<file path="src/rtl/core/psp_pkg.sv">
// shared types and constants of the pat section parser
`default_nettype none

package psp_pkg;

   // section framing
   localparam logic [11:0] MIN_LENGTH       = 12'd9;
   localparam logic [11:0] HEADER_AFTER_LEN = 12'd5;
   localparam logic [11:0] CRC_BYTES        = 12'd4;
   localparam logic [7:0]  LEN_HI_MASK      = 8'h0F;

   // result kinds
   localparam logic [1:0] KIND_PROGRAM = 2'd0;
   localparam logic [1:0] KIND_NETWORK = 2'd1;
   localparam logic [1:0] KIND_SUMMARY = 2'd2;
   localparam logic [1:0] KIND_BADLEN  = 2'd3;

   // token queue between front and back, depth a power of two
   localparam int PSP_QDEPTH = 4;
   localparam int PSP_QAW    = $clog2(PSP_QDEPTH);

   typedef struct packed {
      logic [7:0] section_byte;
      logic       section_start;
   } psp_req_type;

   typedef struct packed {
      logic [1:0]  result_kind;
      logic [15:0] prog_num;
      logic [12:0] pid_value;
      logic [7:0]  table_ident;
      logic [15:0] stream_ident;
      logic [4:0]  version_field;
      logic        current_flag;
      logic [7:0]  section_index;
      logic [7:0]  last_section_index;
      logic [31:0] crc_value;
      logic [9:0]  entry_count;
      logic        section_done;
   } psp_rsp_type;

   // what the back end does with one byte
   typedef enum logic [3:0] {
      OP_START,
      OP_BADLEN,
      OP_STREAM_HI,
      OP_STREAM_LO,
      OP_VERSION,
      OP_SECT,
      OP_LAST_SECT,
      OP_ENTRY,
      OP_ENTRY_END,
      OP_CRC,
      OP_CRC_LAST
   } psp_op_type;

   typedef struct packed {
      psp_op_type op;
      logic [7:0] data;
   } psp_token_type;

endpackage

`default_nettype wire

</file>
<file path="src/rtl/core/psp_front.sv">
// front end: tracks section position and classifies each byte
`default_nettype none

module psp_front
   import psp_pkg::*;
(
   input  wire logic          clock,
   input  wire logic          reset,
   input  wire logic          req_valid,
   output logic               req_ready,
   input  wire psp_req_type   req_beat,
   output logic               tok_valid,
   input  wire logic          tok_ready,
   output psp_token_type      tok
);

   typedef enum logic [1:0] {
      LEN_HI,
      LEN_LO,
      LEN_KNOWN
   } len_stage_type;

   logic          active_ff, active_in;
   len_stage_type stage_ff, stage_in;
   logic [11:0]   len_ff, len_in;
   logic [11:0]   pos_ff, pos_in;
   logic          accept;
   logic [11:0]   len_full;

   assign req_ready = tok_ready;
   assign accept    = req_valid && tok_ready;
   assign len_full  = len_ff | {4'd0, req_beat.section_byte};

   always_comb begin
      active_in = active_ff;
      stage_in  = stage_ff;
      len_in    = len_ff;
      pos_in    = pos_ff;
      tok_valid = 1'b0;
      tok.op    = OP_START;
      tok.data  = req_beat.section_byte;
      if (accept) begin
         if (req_beat.section_start) begin
            active_in = 1'b1;
            stage_in  = LEN_HI;
            len_in    = 12'd0;
            pos_in    = 12'd0;
            tok_valid = 1'b1;
            tok.op    = OP_START;
         end else if (active_ff) begin
            if (stage_ff == LEN_HI) begin
               len_in   = {req_beat.section_byte[3:0] & LEN_HI_MASK[3:0], 8'd0};
               stage_in = LEN_LO;
            end else if (stage_ff == LEN_LO) begin
               len_in   = len_full;
               stage_in = LEN_KNOWN;
               pos_in   = 12'd0;
               if (len_full < MIN_LENGTH) begin
                  active_in = 1'b0;
                  tok_valid = 1'b1;
                  tok.op    = OP_BADLEN;
               end
            end else begin
               pos_in    = pos_ff + 12'd1;
               tok_valid = 1'b1;
               if (pos_ff < HEADER_AFTER_LEN) begin
                  case (pos_ff[2:0])
                     3'd0:    tok.op = OP_STREAM_HI;
                     3'd1:    tok.op = OP_STREAM_LO;
                     3'd2:    tok.op = OP_VERSION;
                     3'd3:    tok.op = OP_SECT;
                     default: tok.op = OP_LAST_SECT;
                  endcase
               end else if (pos_ff < len_ff - CRC_BYTES) begin
                  // fourth entry byte falls on positions that are multiples of four
                  tok.op = (pos_ff[1:0] == 2'd0) ? OP_ENTRY_END : OP_ENTRY;
               end else if (pos_ff == len_ff - 12'd1) begin
                  tok.op    = OP_CRC_LAST;
                  active_in = 1'b0;
               end else begin
                  tok.op = OP_CRC;
               end
            end
         end
      end
   end

   always_ff @(posedge clock) begin
      if (reset) begin
         active_ff <= 1'b0;
         stage_ff  <= LEN_HI;
         len_ff    <= 12'd0;
         pos_ff    <= 12'd0;
      end else begin
         active_ff <= active_in;
         stage_ff  <= stage_in;
         len_ff    <= len_in;
         pos_ff    <= pos_in;
      end
   end

endmodule

`default_nettype wire

</file>
<file path="src/rtl/core/psp_queue.sv">
// short token queue between front and back end
`default_nettype none

module psp_queue
   import psp_pkg::*;
(
   input  wire logic          clock,
   input  wire logic          reset,
   input  wire logic          push_valid,
   output logic               push_ready,
   input  wire psp_token_type push_tok,
   output logic               pop_valid,
   input  wire logic          pop_ready,
   output psp_token_type      pop_tok
);

   psp_token_type              mem_ff [PSP_QDEPTH];
   logic [PSP_QAW-1:0]         wr_ptr_ff, rd_ptr_ff;
   logic [PSP_QAW:0]           count_ff;
   logic                       do_push, do_pop;

   assign push_ready = (count_ff != (PSP_QAW+1)'(PSP_QDEPTH));
   assign pop_valid  = (count_ff != '0);
   assign pop_tok    = mem_ff[rd_ptr_ff];
   assign do_push    = push_valid && push_ready;
   assign do_pop     = pop_valid && pop_ready;

   always_ff @(posedge clock) begin
      if (do_push) begin
         mem_ff[wr_ptr_ff] <= push_tok;
      end
   end

   always_ff @(posedge clock) begin
      if (reset) begin
         wr_ptr_ff <= '0;
         rd_ptr_ff <= '0;
         count_ff  <= '0;
      end else begin
         if (do_push) begin
            wr_ptr_ff <= wr_ptr_ff + 1'b1;
         end
         if (do_pop) begin
            rd_ptr_ff <= rd_ptr_ff + 1'b1;
         end
         case ({do_push, do_pop})
            2'b10:   count_ff <= count_ff + 1'b1;
            2'b01:   count_ff <= count_ff - 1'b1;
            default: count_ff <= count_ff;
         endcase
      end
   end

endmodule

`default_nettype wire

</file>
<file path="src/rtl/core/psp_back.sv">
// back end: header capture, entry assembly, crc capture and result register
`default_nettype none

module psp_back
   import psp_pkg::*;
(
   input  wire logic          clock,
   input  wire logic          reset,
   input  wire logic          tok_valid,
   output logic               tok_ready,
   input  wire psp_token_type tok,
   output logic               rsp_valid,
   input  wire logic          rsp_ready,
   output psp_rsp_type        rsp_beat
);

   logic [7:0]  table_ff;
   logic [15:0] stream_ff;
   logic [4:0]  version_ff;
   logic        current_ff;
   logic [7:0]  sect_ff;
   logic [7:0]  last_ff;
   logic [23:0] entry_ff;
   logic [31:0] crc_ff;
   logic [9:0]  tally_ff;
   logic        rsp_valid_ff;
   psp_rsp_type rsp_ff, rsp_in;

   logic        makes_rsp, slot_free, do_pop, load_rsp;
   logic [15:0] prog;
   logic [9:0]  tally_next;
   logic [31:0] crc_next;

   assign makes_rsp  = (tok.op == OP_BADLEN) || (tok.op == OP_ENTRY_END) ||
                       (tok.op == OP_CRC_LAST);
   assign slot_free  = !rsp_valid_ff || rsp_ready;
   assign tok_ready  = !makes_rsp || slot_free;
   assign do_pop     = tok_valid && tok_ready;
   assign load_rsp   = do_pop && makes_rsp;
   assign prog       = entry_ff[23:8];
   assign tally_next = tally_ff + 10'd1;
   assign crc_next   = {crc_ff[23:0], tok.data};

   assign rsp_valid  = rsp_valid_ff;
   assign rsp_beat   = rsp_ff;

   always_comb begin
      rsp_in                    = '0;
      rsp_in.table_ident        = table_ff;
      rsp_in.stream_ident       = stream_ff;
      rsp_in.version_field      = version_ff;
      rsp_in.current_flag       = current_ff;
      rsp_in.section_index      = sect_ff;
      rsp_in.last_section_index = last_ff;
      rsp_in.entry_count        = tally_ff;
      case (tok.op)
         OP_BADLEN: begin
            rsp_in.result_kind  = KIND_BADLEN;
            rsp_in.section_done = 1'b1;
         end
         OP_ENTRY_END: begin
            rsp_in.pid_value = {entry_ff[4:0], tok.data};
            if (prog == 16'd0) begin
               rsp_in.result_kind = KIND_NETWORK;
            end else begin
               rsp_in.result_kind = KIND_PROGRAM;
               rsp_in.prog_num    = prog;
               rsp_in.entry_count = tally_next;
            end
         end
         default: begin
            rsp_in.result_kind  = KIND_SUMMARY;
            rsp_in.crc_value    = crc_next;
            rsp_in.section_done = 1'b1;
         end
      endcase
   end

   always_ff @(posedge clock) begin
      if (do_pop) begin
         case (tok.op)
            OP_START: begin
               table_ff   <= tok.data;
               stream_ff  <= 16'd0;
               version_ff <= 5'd0;
               current_ff <= 1'b0;
               sect_ff    <= 8'd0;
               last_ff    <= 8'd0;
               entry_ff   <= 24'd0;
               crc_ff     <= 32'd0;
               tally_ff   <= 10'd0;
            end
            OP_STREAM_HI: stream_ff <= {tok.data, 8'd0};
            OP_STREAM_LO: stream_ff <= {stream_ff[15:8], tok.data};
            OP_VERSION: begin
               version_ff <= tok.data[5:1];
               current_ff <= tok.data[0];
            end
            OP_SECT: begin
               sect_ff <= tok.data;
               last_ff <= 8'd0;
            end
            OP_LAST_SECT: last_ff  <= tok.data;
            OP_ENTRY:     entry_ff <= {entry_ff[15:0], tok.data};
            OP_ENTRY_END: begin
               entry_ff <= 24'd0;
               if (prog != 16'd0) begin
                  tally_ff <= tally_next;
               end
            end
            OP_CRC, OP_CRC_LAST: crc_ff <= crc_next;
            default: ;
         endcase
      end
      if (load_rsp) begin
         rsp_ff <= rsp_in;
      end
   end

   always_ff @(posedge clock) begin
      if (reset) begin
         rsp_valid_ff <= 1'b0;
      end else if (load_rsp) begin
         rsp_valid_ff <= 1'b1;
      end else if (rsp_ready) begin
         rsp_valid_ff <= 1'b0;
      end
   end

endmodule

`default_nettype wire

</file>
<file path="src/rtl/core/pat_section_parser.sv">
// top level of the pat section parser
//
//   channel | direction | payload type  | handshake
//   req     | in        | psp_req_type  | req_valid / req_ready
//   rsp     | out       | psp_rsp_type  | rsp_valid / rsp_ready
//
// one byte beat is taken every cycle while the token queue has room; a byte
// that ends an entry, the section or a bad length is classified by the front
// and written to the queue as it is accepted, and the back then pops it and
// loads the result register that drives rsp
// the four-deep token queue and the result register let the output stall before
// req_ready drops
// reset (synchronous) empties the queue, drops any open section and clears
// rsp_valid; header and entry registers are loaded by the section start byte
`default_nettype none

module pat_section_parser
   import psp_pkg::*;
(
   input  wire logic        clock,
   input  wire logic        reset,
   input  wire logic        req_valid,
   output logic             req_ready,
   input  wire psp_req_type req_beat,
   output logic             rsp_valid,
   input  wire logic        rsp_ready,
   output psp_rsp_type      rsp_beat
);

   // classified bytes from the front end
   logic          front_valid, front_ready;
   psp_token_type front_tok;

   // queued bytes toward the back end
   logic          back_valid, back_ready;
   psp_token_type back_tok;

   // position tracking and byte classification
   psp_front u_front (
      .clock     (clock),
      .reset     (reset),
      .req_valid (req_valid),
      .req_ready (req_ready),
      .req_beat  (req_beat),
      .tok_valid (front_valid),
      .tok_ready (front_ready),
      .tok       (front_tok)
   );

   // decouples front end from output stalls
   psp_queue u_queue (
      .clock      (clock),
      .reset      (reset),
      .push_valid (front_valid),
      .push_ready (front_ready),
      .push_tok   (front_tok),
      .pop_valid  (back_valid),
      .pop_ready  (back_ready),
      .pop_tok    (back_tok)
   );

   // field capture and result generation
   psp_back u_back (
      .clock     (clock),
      .reset     (reset),
      .tok_valid (back_valid),
      .tok_ready (back_ready),
      .tok       (back_tok),
      .rsp_valid (rsp_valid),
      .rsp_ready (rsp_ready),
      .rsp_beat  (rsp_beat)
   );

endmodule

`default_nettype wire

</file>
<file path="config.mk">
export PLATFORM = sky130hd
export DESIGN_NAME = pat_section_parser
export DESIGN_NICKNAME = d
export VERILOG_FILES = /design/src/rtl/core/psp_pkg.sv /design/src/rtl/core/psp_front.sv /design/src/rtl/core/psp_queue.sv /design/src/rtl/core/psp_back.sv /design/src/rtl/core/pat_section_parser.sv
export SDC_FILE = /design/constraint.sdc
export NUM_CORES = 1
export LEC_CHECK = 0
export BUFFER_PORTS_ARGS = -buffer_cell sky130_fd_sc_hd__buf_2
export CAP_MARGIN = 20
export CORE_ASPECT_RATIO = 1.2
export CORE_MARGIN = 5
export CORE_UTILIZATION = 45
export DETAILED_ROUTE_END_ITERATION = 16
export PLACE_DENSITY_LB_ADDON = 0.05
export RECOVER_POWER = 25
export SYNTH_ARGS = -nofsm -noshare
export SYNTH_HDL_FRONTEND = slang
export SYNTH_SLANG_ARGS = --single-unit
</file>
<file path="constraint.sdc">
create_clock -name clock -period 19.11 [get_ports clock]
set_clock_uncertainty 0.2 [all_clocks]
set_input_delay 3.822 -clock clock [delete_from_list [all_inputs] [get_ports clock]]
set_output_delay 3.822 -clock clock [all_outputs]
set_load 0.005 [all_outputs]
</file>
======== Word-level counts from Yosys, hierarchy flattened ========
Memories as Yosys holds them, arrays and structs flattened. A register that Yosys moved wholly into a read port is not among the register bits.
Cells that the tools add are included.
storage, ports and cells
  flip-flop bits (word level) ............. 259
  memory bits (writable) .................. 48
  input port bits ......................... 13
  output and inout bits ................... 122
  memories ................................ 1
cells by class
  add/sub/neg operators ................... 8
  $lt $le $gt $ge ......................... 3
  eq/ne operators ......................... 20
  muxes and demuxes ....................... 58
  bitwise operators ....................... 3
  reductions and logical operators ........ 45
memories
  name            words  bits a word  rd ports  clocked after memory_dff  write ports  line             text
  u_queue.mem_ff  4      12           1         1                         1            psp_queue.sv:17  psp_token_type mem_ff [PSP_QDEPTH];
operators with widths
  kind                                                         number
  two-way mux 12 bit                                           8
  one-hot mux 24 bit (2 select lines)                          2
  one-hot mux 16 bit (3 select lines)                          1
  two-way mux 4 bit                                            8
  one-hot mux 8 bit (2 select lines)                           2
  two-way mux 10 bit                                           3
  two-way mux 1 bit                                            21
  one-hot mux 10 bit (2 select lines)                          1
  nonzero test 2 bit                                           10
  equality test 4 x 3 -> 1 bit, second input constant          4
  logical NOT 16 bit                                           1
  nonzero test 16 bit                                          1
  two-way mux 2 bit                                            7
  AND reduction 2 bit                                          7
  adder 12 x 1 -> 12 bit, second input constant                1
  equality test 12 bit                                         1
  equality test 4 bit, second input constant                   3
  less-than comparator 12 bit                                  1
  less-than comparator 12 x 3 -> 1 bit, second input constant  1
  less-than comparator 12 x 4 -> 1 bit, second input constant  1
  OR 12 x 8 -> 12 bit                                          1
  one-hot mux 3 bit (4 select lines)                           1
  AND reduction 3 bit                                          4
  subtractor 12 x 1 -> 12 bit, second input constant           1
  other kinds (26)                                             46

======== Logic depth before layout (Yosys ltp) ========
  word-level depth ........................ 11
  depth in mapped cells ................... 13
  depth with buffers taken out ............ 12

======== Hierarchy ========
Synthesis repeated with hierarchy kept, for this count alone.
unflattened totals
  cells, all modules ...................... 885
  area total of the unflattened synthesis .. 12806.0 um^2
by module, submodules not included
  module     instances  cells each  area an instance (um^2)
  psp_back   1          491         8360.5
  psp_queue  1          114         2234.6
  psp_front  1          280         2210.9

======== Worst setup path after synthesis ========
Ideal clock, no wire load.
  kind .................................... input to register
  from .................................... input rsp_ready
  to ...................................... register u_back.rsp_ff (netlist bit u_back.rsp_beat[0]), enable pin
  setup time .............................. 897 ps
  arrival time ............................ 15343 ps
  slack ................................... 2670 ps
  cell stages on the path ................. 2
  buffers on the path ..................... 0
  cell sequence ........................... nor2b_1 > nor4_1
between the ends
  cells in the longest elaborated chain, start to end .. 4
RTL lines
  what                       line                      text
  from (decl)                pat_section_parser.sv:26  input wire logic rsp_ready,
  logical OR 1 bit           psp_back.sv:36            assign slot_free = !rsp_valid_ff || rsp_ready;
  logical OR 1 bit           psp_back.sv:37            assign tok_ready = !makes_rsp || slot_free;
  logical AND 1 bit          psp_back.sv:38            assign do_pop = tok_valid && tok_ready;
  logical AND 1 bit          psp_back.sv:39            assign load_rsp = do_pop && makes_rsp;
  named net u_back.load_rsp  psp_back.sv:29            logic makes_rsp, slot_free, do_pop, load_rsp;
  to (signal assigned)       psp_back.sv:116           rsp_ff <= rsp_in;
  to (decl)                  psp_back.sv:27            psp_rsp_type rsp_ff, rsp_in;
The timed path passes the listed nets, and every way through them passes these cells.
A chain may end at the register's enable or synchronous reset.

======== Worst setup path after layout ========
  from .................................... input req_beat[3] (netlist name)
  to ...................................... register u_queue.count_ff[2]
between the ends
  cells in the longest elaborated chain, start to end .. 11
  elaborated cells on any way between the ends .. 13
  those cells by class .................... order compare (1); eq/ne (2); mux (7); bitwise (1); reduce/logical (2)
RTL lines
  what                                                                             line                      text
  from (decl)                                                                      pat_section_parser.sv:24  input wire psp_req_type req_beat,
  OR 12 x 8 -> 12 bit *                                                            psp_front.sv:32           assign len_full = len_ff | {4'd0, req_beat.section_byte};
  less-than comparator 12 x 4 -> 1 bit *                                           psp_front.sv:58           if (len_full < MIN_LENGTH) begin
  two-way mux 1 bit *                                                              psp_front.sv:58
  two-way mux 1 bit *                                                              psp_front.sv:54           end else if (stage_ff == LEN_LO) begin
  two-way mux 1 bit *                                                              psp_front.sv:51           if (stage_ff == LEN_HI) begin
  two-way mux 1 bit *                                                              psp_front.sv:50           end else if (active_ff) begin
  two-way mux 1 bit *                                                              psp_front.sv:43           if (req_beat.section_start) begin
  two-way mux 1 bit *                                                              psp_front.sv:42           if (accept) begin
  logical AND 1 bit *                                                              psp_queue.sv:25           assign do_push = push_valid && push_ready;
  equality test 2 x 1 -> 1 bit / equality test 2 bit (equally long branches)       psp_queue.sv:46           case ({do_push, do_pop})
  one-hot mux 3 bit (2 select lines) / nonzero test 2 bit (equally long branches)  --
  to (signal assigned)                                                             psp_queue.sv:47           2'b10: count_ff <= count_ff + 1'b1;
  to (signal assigned)                                                             psp_queue.sv:48           2'b01: count_ff <= count_ff - 1'b1;
  to (signal assigned)                                                             psp_queue.sv:49           default: count_ff <= count_ff;
  to (decl)                                                                        psp_queue.sv:19           logic [PSP_QAW:0] count_ff;
Mark *: on every way between the ends. The rest lies on a longest branch, timed or not.

==> flow_summary.ini <==
[status]
status = finished, violations left
violations = max-capacitance violations, max-slew violations

[pwr]
p_int_mw = 1.39
p_clk_share_pct = 29.1
max-vdd-ir-drop_mv = 0.0913
p_sw_share_pct = 28.6
p_seq_share_pct = 50.6
power_density_nw_per_um2 = 133
p_comb_share_pct = 20.3
p_leak_nw = 5.29
power_switching_mw = 0.554

[die]
initial_core_util_pct = 45.3
die_w_um = 163
coreArea_um2 = 27700
rows = 67
die-area_um2 = 31400
die_h_um = 193
ios = 135

[critical_path]
worst_setup_path_end_kind = register
cp_data_required_time_ns = 19.39
crit_start = req_beat[3]
r2r_slack_ns = 14.34
r2r-end = u_back.tally_ff[0]$_SDFFCE_PP0P_
cp_max_fo = 7
critical_path_class = in -> reg
reg2regPathDepth = 5
cp.arrival_ns = 6.11
cp-start-kind = input pin

[sta]
rsz0062_at_grt = false
post-route-period-util_pct = 30.5
worst_pin_slew_ns = 2.38
finalCriticalPeriod_ns = 5.83
clock.fmax_mhz = 171
finalSetupTns_ns = 0
report.final.hold_viol_count = 0
slew_violations = 61
setup_viol = 0
timing.slew.headroom_pct = -60.6

[finish]
num_antenna_cells = 0
multiInputGateArea_um2 = 3400
ff_latch_area_um2 = 8910
finalNetCount = 1079
drive_gt1_share_pct = 19.5
area_growth_pct = 15.9
stdcell_count = 1442
postLayoutCoreUtil_pct = 52.5
fillCellCount = 2386

[clock_network]
cts_tree = yes
cts_root_buf = clkbuf_16
cts.htree.levels = 1
cts_buffers = 30
clk_pin_slew_ns = 0.06
hold_buffers = 0
insertion_delay_ns = 0.55
clk_path_buf_depth = 3
cts-resized-gates = 0
clkSinkCount = 309
post_cts.repair.setup_buffers = 0

[min_path]
hp-class = reg -> reg
holdPathStages = 0
hold_start = u_back.stream_ff[8]$_DFFE_PP_
whs_endpoint = u_back.rsp_beat[73]$_DFFE_PP_

[placed_design]
place_hpwl_mm = 17.5
gp_congestion = 0.765
place_inst = 1386
port_buffers = 134

[detailed_routing]
drt_first_pass_iters = 5
via_per_inst = 5.05
drtIter0Drc = 485
num_vias = 7279
ant_nets = 0
routedWlPerCell_um = 17.9
drc = 0
routed_wl_mm = 25.8

[yosys]
synth.distinct_cells = 63
ys.flop_type = edfxtp_1
syn_nets = 940
synth_compound_area_share_pct = 4.19
yosys_warnings = 0
syn_area_um2 = 12600
synth-xor-area-share_pct = 3.48
async_flop_share_pct = 0
synth_fa_ha_area_share_pct = 2.55
synth_mux_area_share_pct = 2.41
synth_edf_count = 272
ys_ff_latch = 309
syn_inst = 902
synth_top_family_by_area = simple AND/OR/NAND/NOR gates
ys_seq_area_share_pct = 70.8
synth-simple-area-share_pct = 14.4
postSynthAreaPerCell_um2 = 13.9

[grt]
grt_pass1_wl_mm = 40.4
grt_pass1_vias = 7265
grt_max_degree = 72
antenna_found_initial = 0
grt.overflow.total = 0
grt_usage_pct = 16.4

[run]
cap_viol_max_count = 4
stage by stage:
stage	instance area (um2)	setup slack [ns]	hold WS [ns]	total power [mW]
finish	14600	13.28	0.221	1.94
global route	14600	13.09	0.225	2.04
CTS	14600	13.29	0.220	1.97
detailed placement	13600	12.72	0.205	1.41
global placement	13600	12.76	0.203	1.40
floorplan	12600	2.67	0.200	1.25
worst max path at each step:
stage / end / slack, ns
after global placement: u_queue.count_ff[2]$_SDFFE_PP0P_ / 12.76
final: u_queue.count_ff[2]$_SDFFE_PP0P_ / 13.28
after detailed placement: u_queue.count_ff[2]$_SDFFE_PP0P_ / 12.72
after CTS: u_queue.count_ff[2]$_SDFFE_PP0P_ / 13.29
after global routing: u_queue.count_ff[2]$_SDFFE_PP0P_ / 13.09
after floorplan: u_back.rsp_beat[0]$_DFFE_PP_ / 2.67
per-layer routing:
layer | global-route usage [%] | part of all wire [%]
met3 | 2.21 | 4.8
met2 | 29.6 | 51
met5 | 0 | 0
met1 | 21.2 | 42
met4 | 3.74 | 1.7
critical path, stage by stage:
cell,delay (ns)
buf_2,0.14
nor3_1,0.20
o2bb2ai_1,0.14
a41o_1,0.27
a21oi_1,0.09
nor2_1,0.35
inv_1,0.09
ha_1,0.23
inv_1,0.07
fa_1,0.17
xor2_1,0.07
or3_1,0.30
a21oi_1,0.15
cell usage in the layout (no fill, tap or decap), drive strengths merged, types with 10 or more instances in the layout:
master / netlist / routed
edfxtp: 272 / 272
buf: 15 / 140
nor2: 135 / 135
and2: 50 / 50
clkbuf: 24 / 41
dfxtp: 37 / 37
nand2: 36 / 36
and3: 30 / 30
xnor2: 29 / 29
nor2b: 26 / 26
ha: 24 / 24
inv: 24 / 24
a21oi: 22 / 22
xor2: 21 / 21
o21ai: 16 / 16
nor3: 16 / 16
a22oi: 14 / 14
clkinv: 0 / 14
mux2i: 10 / 10
nand4: 10 / 10
nand3: 10 / 10
mux2: 10 / 10
cell usage after synthesis, types with 2 or more instances:
| master | n | share of area, % |
|---|---|---|
| o41ai_1 | 2 | 0.14 |
| nand4_1 | 10 | 0.50 |
| nand2_1 | 36 | 1.1 |
| a211oi_1 | 5 | 0.30 |
| edfxtp_1 | 272 | 65 |
| nor4bb_1 | 2 | 0.16 |
| mux2_2 | 9 | 0.81 |
| ha_1 | 24 | 2.4 |
| or3_1 | 3 | 0.15 |
| and4_1 | 3 | 0.21 |
| o2111ai_1 | 2 | 0.14 |
| and3_1 | 30 | 1.5 |
| o21bai_1 | 2 | 0.12 |
| and2_1 | 48 | 2.4 |
| dfxtp_1 | 37 | 5.9 |
| o211ai_1 | 3 | 0.18 |
| inv_1 | 23 | 0.69 |
| or2_2 | 3 | 0.15 |
| mux2i_1 | 10 | 0.80 |
| buf_6 | 3 | 0.27 |
| buf_2 | 8 | 0.32 |
| and3b_1 | 4 | 0.28 |
| nor4_1 | 9 | 0.45 |
| xor2_1 | 21 | 1.5 |
| mux4_2 | 4 | 0.72 |
| nand3_1 | 10 | 0.40 |
| clkbuf_1 | 24 | 0.72 |
| nor3b_1 | 4 | 0.24 |
| buf_1 | 4 | 0.12 |
| a31oi_1 | 3 | 0.15 |
| o21ai_0 | 8 | 0.32 |
| nor2b_1 | 26 | 1.3 |
| xnor2_1 | 29 | 2.0 |
| nand3b_1 | 2 | 0.12 |
| a22oi_1 | 14 | 0.84 |
| nor2_1 | 134 | 4.0 |
| a21oi_1 | 22 | 0.88 |
| nand2b_1 | 3 | 0.15 |
| o21ai_1 | 8 | 0.32 |
| nor3_1 | 15 | 0.60 |
registers in the layout, summed over array words and instances (netlist names), named ones only:
name	cells
u_queue.rd_ptr_ff	2
u_back.sect_ff	8
u_back.tally_ff	10
u_back.rsp_valid	1
u_back.current_ff	1
u_back.stream_ff	16
u_back.last_ff	8
u_back.crc_ff	24
u_front.len_ff	12
u_queue.mem_ff	48
u_back.table_ff	8
u_front.active_ff	1
u_front.pos_ff	12
u_back.version_ff	5
u_back.entry_ff	24
u_queue.wr_ptr_ff	2
u_queue.count_ff	3
u_front.stage_ff	2
u_back.rsp_beat	120
power groups by stage:
stage	clock (mW)	combinational [mW]	sequential (mW)
4_1_cts	0.580	0.409	0.984
2_1_floorplan	0	0.243	1.00
3_5_place_dp	0	0.408	0.998
3_3_place_gp	0	0.404	0.996
5_1_grt	0.609	0.440	0.995
6_report	0.565	0.393	0.980
kinds of logic after synthesis:
kind of cell | count (synthesis)
buffers and inverters | 63
AO/OA/AOI/OAI | 80
multiplexers | 24
XOR/XNOR | 50
flip-flops | 309
adder cells (fa/ha/maj) | 25
AND/OR/NAND/NOR | 351
final cells by class:
cell class | count | share of cell area, %
clock buffer | 35 | 5.28
clock inverter | 19 | 1.20
inverter | 24 | 0.635
multi-input combinational | 530 | 23.3
sequential | 309 | 61.1
tap | 379 | 3.25
timing repair buffer | 146 | 5.14
(Power assumes the default switching activity.)
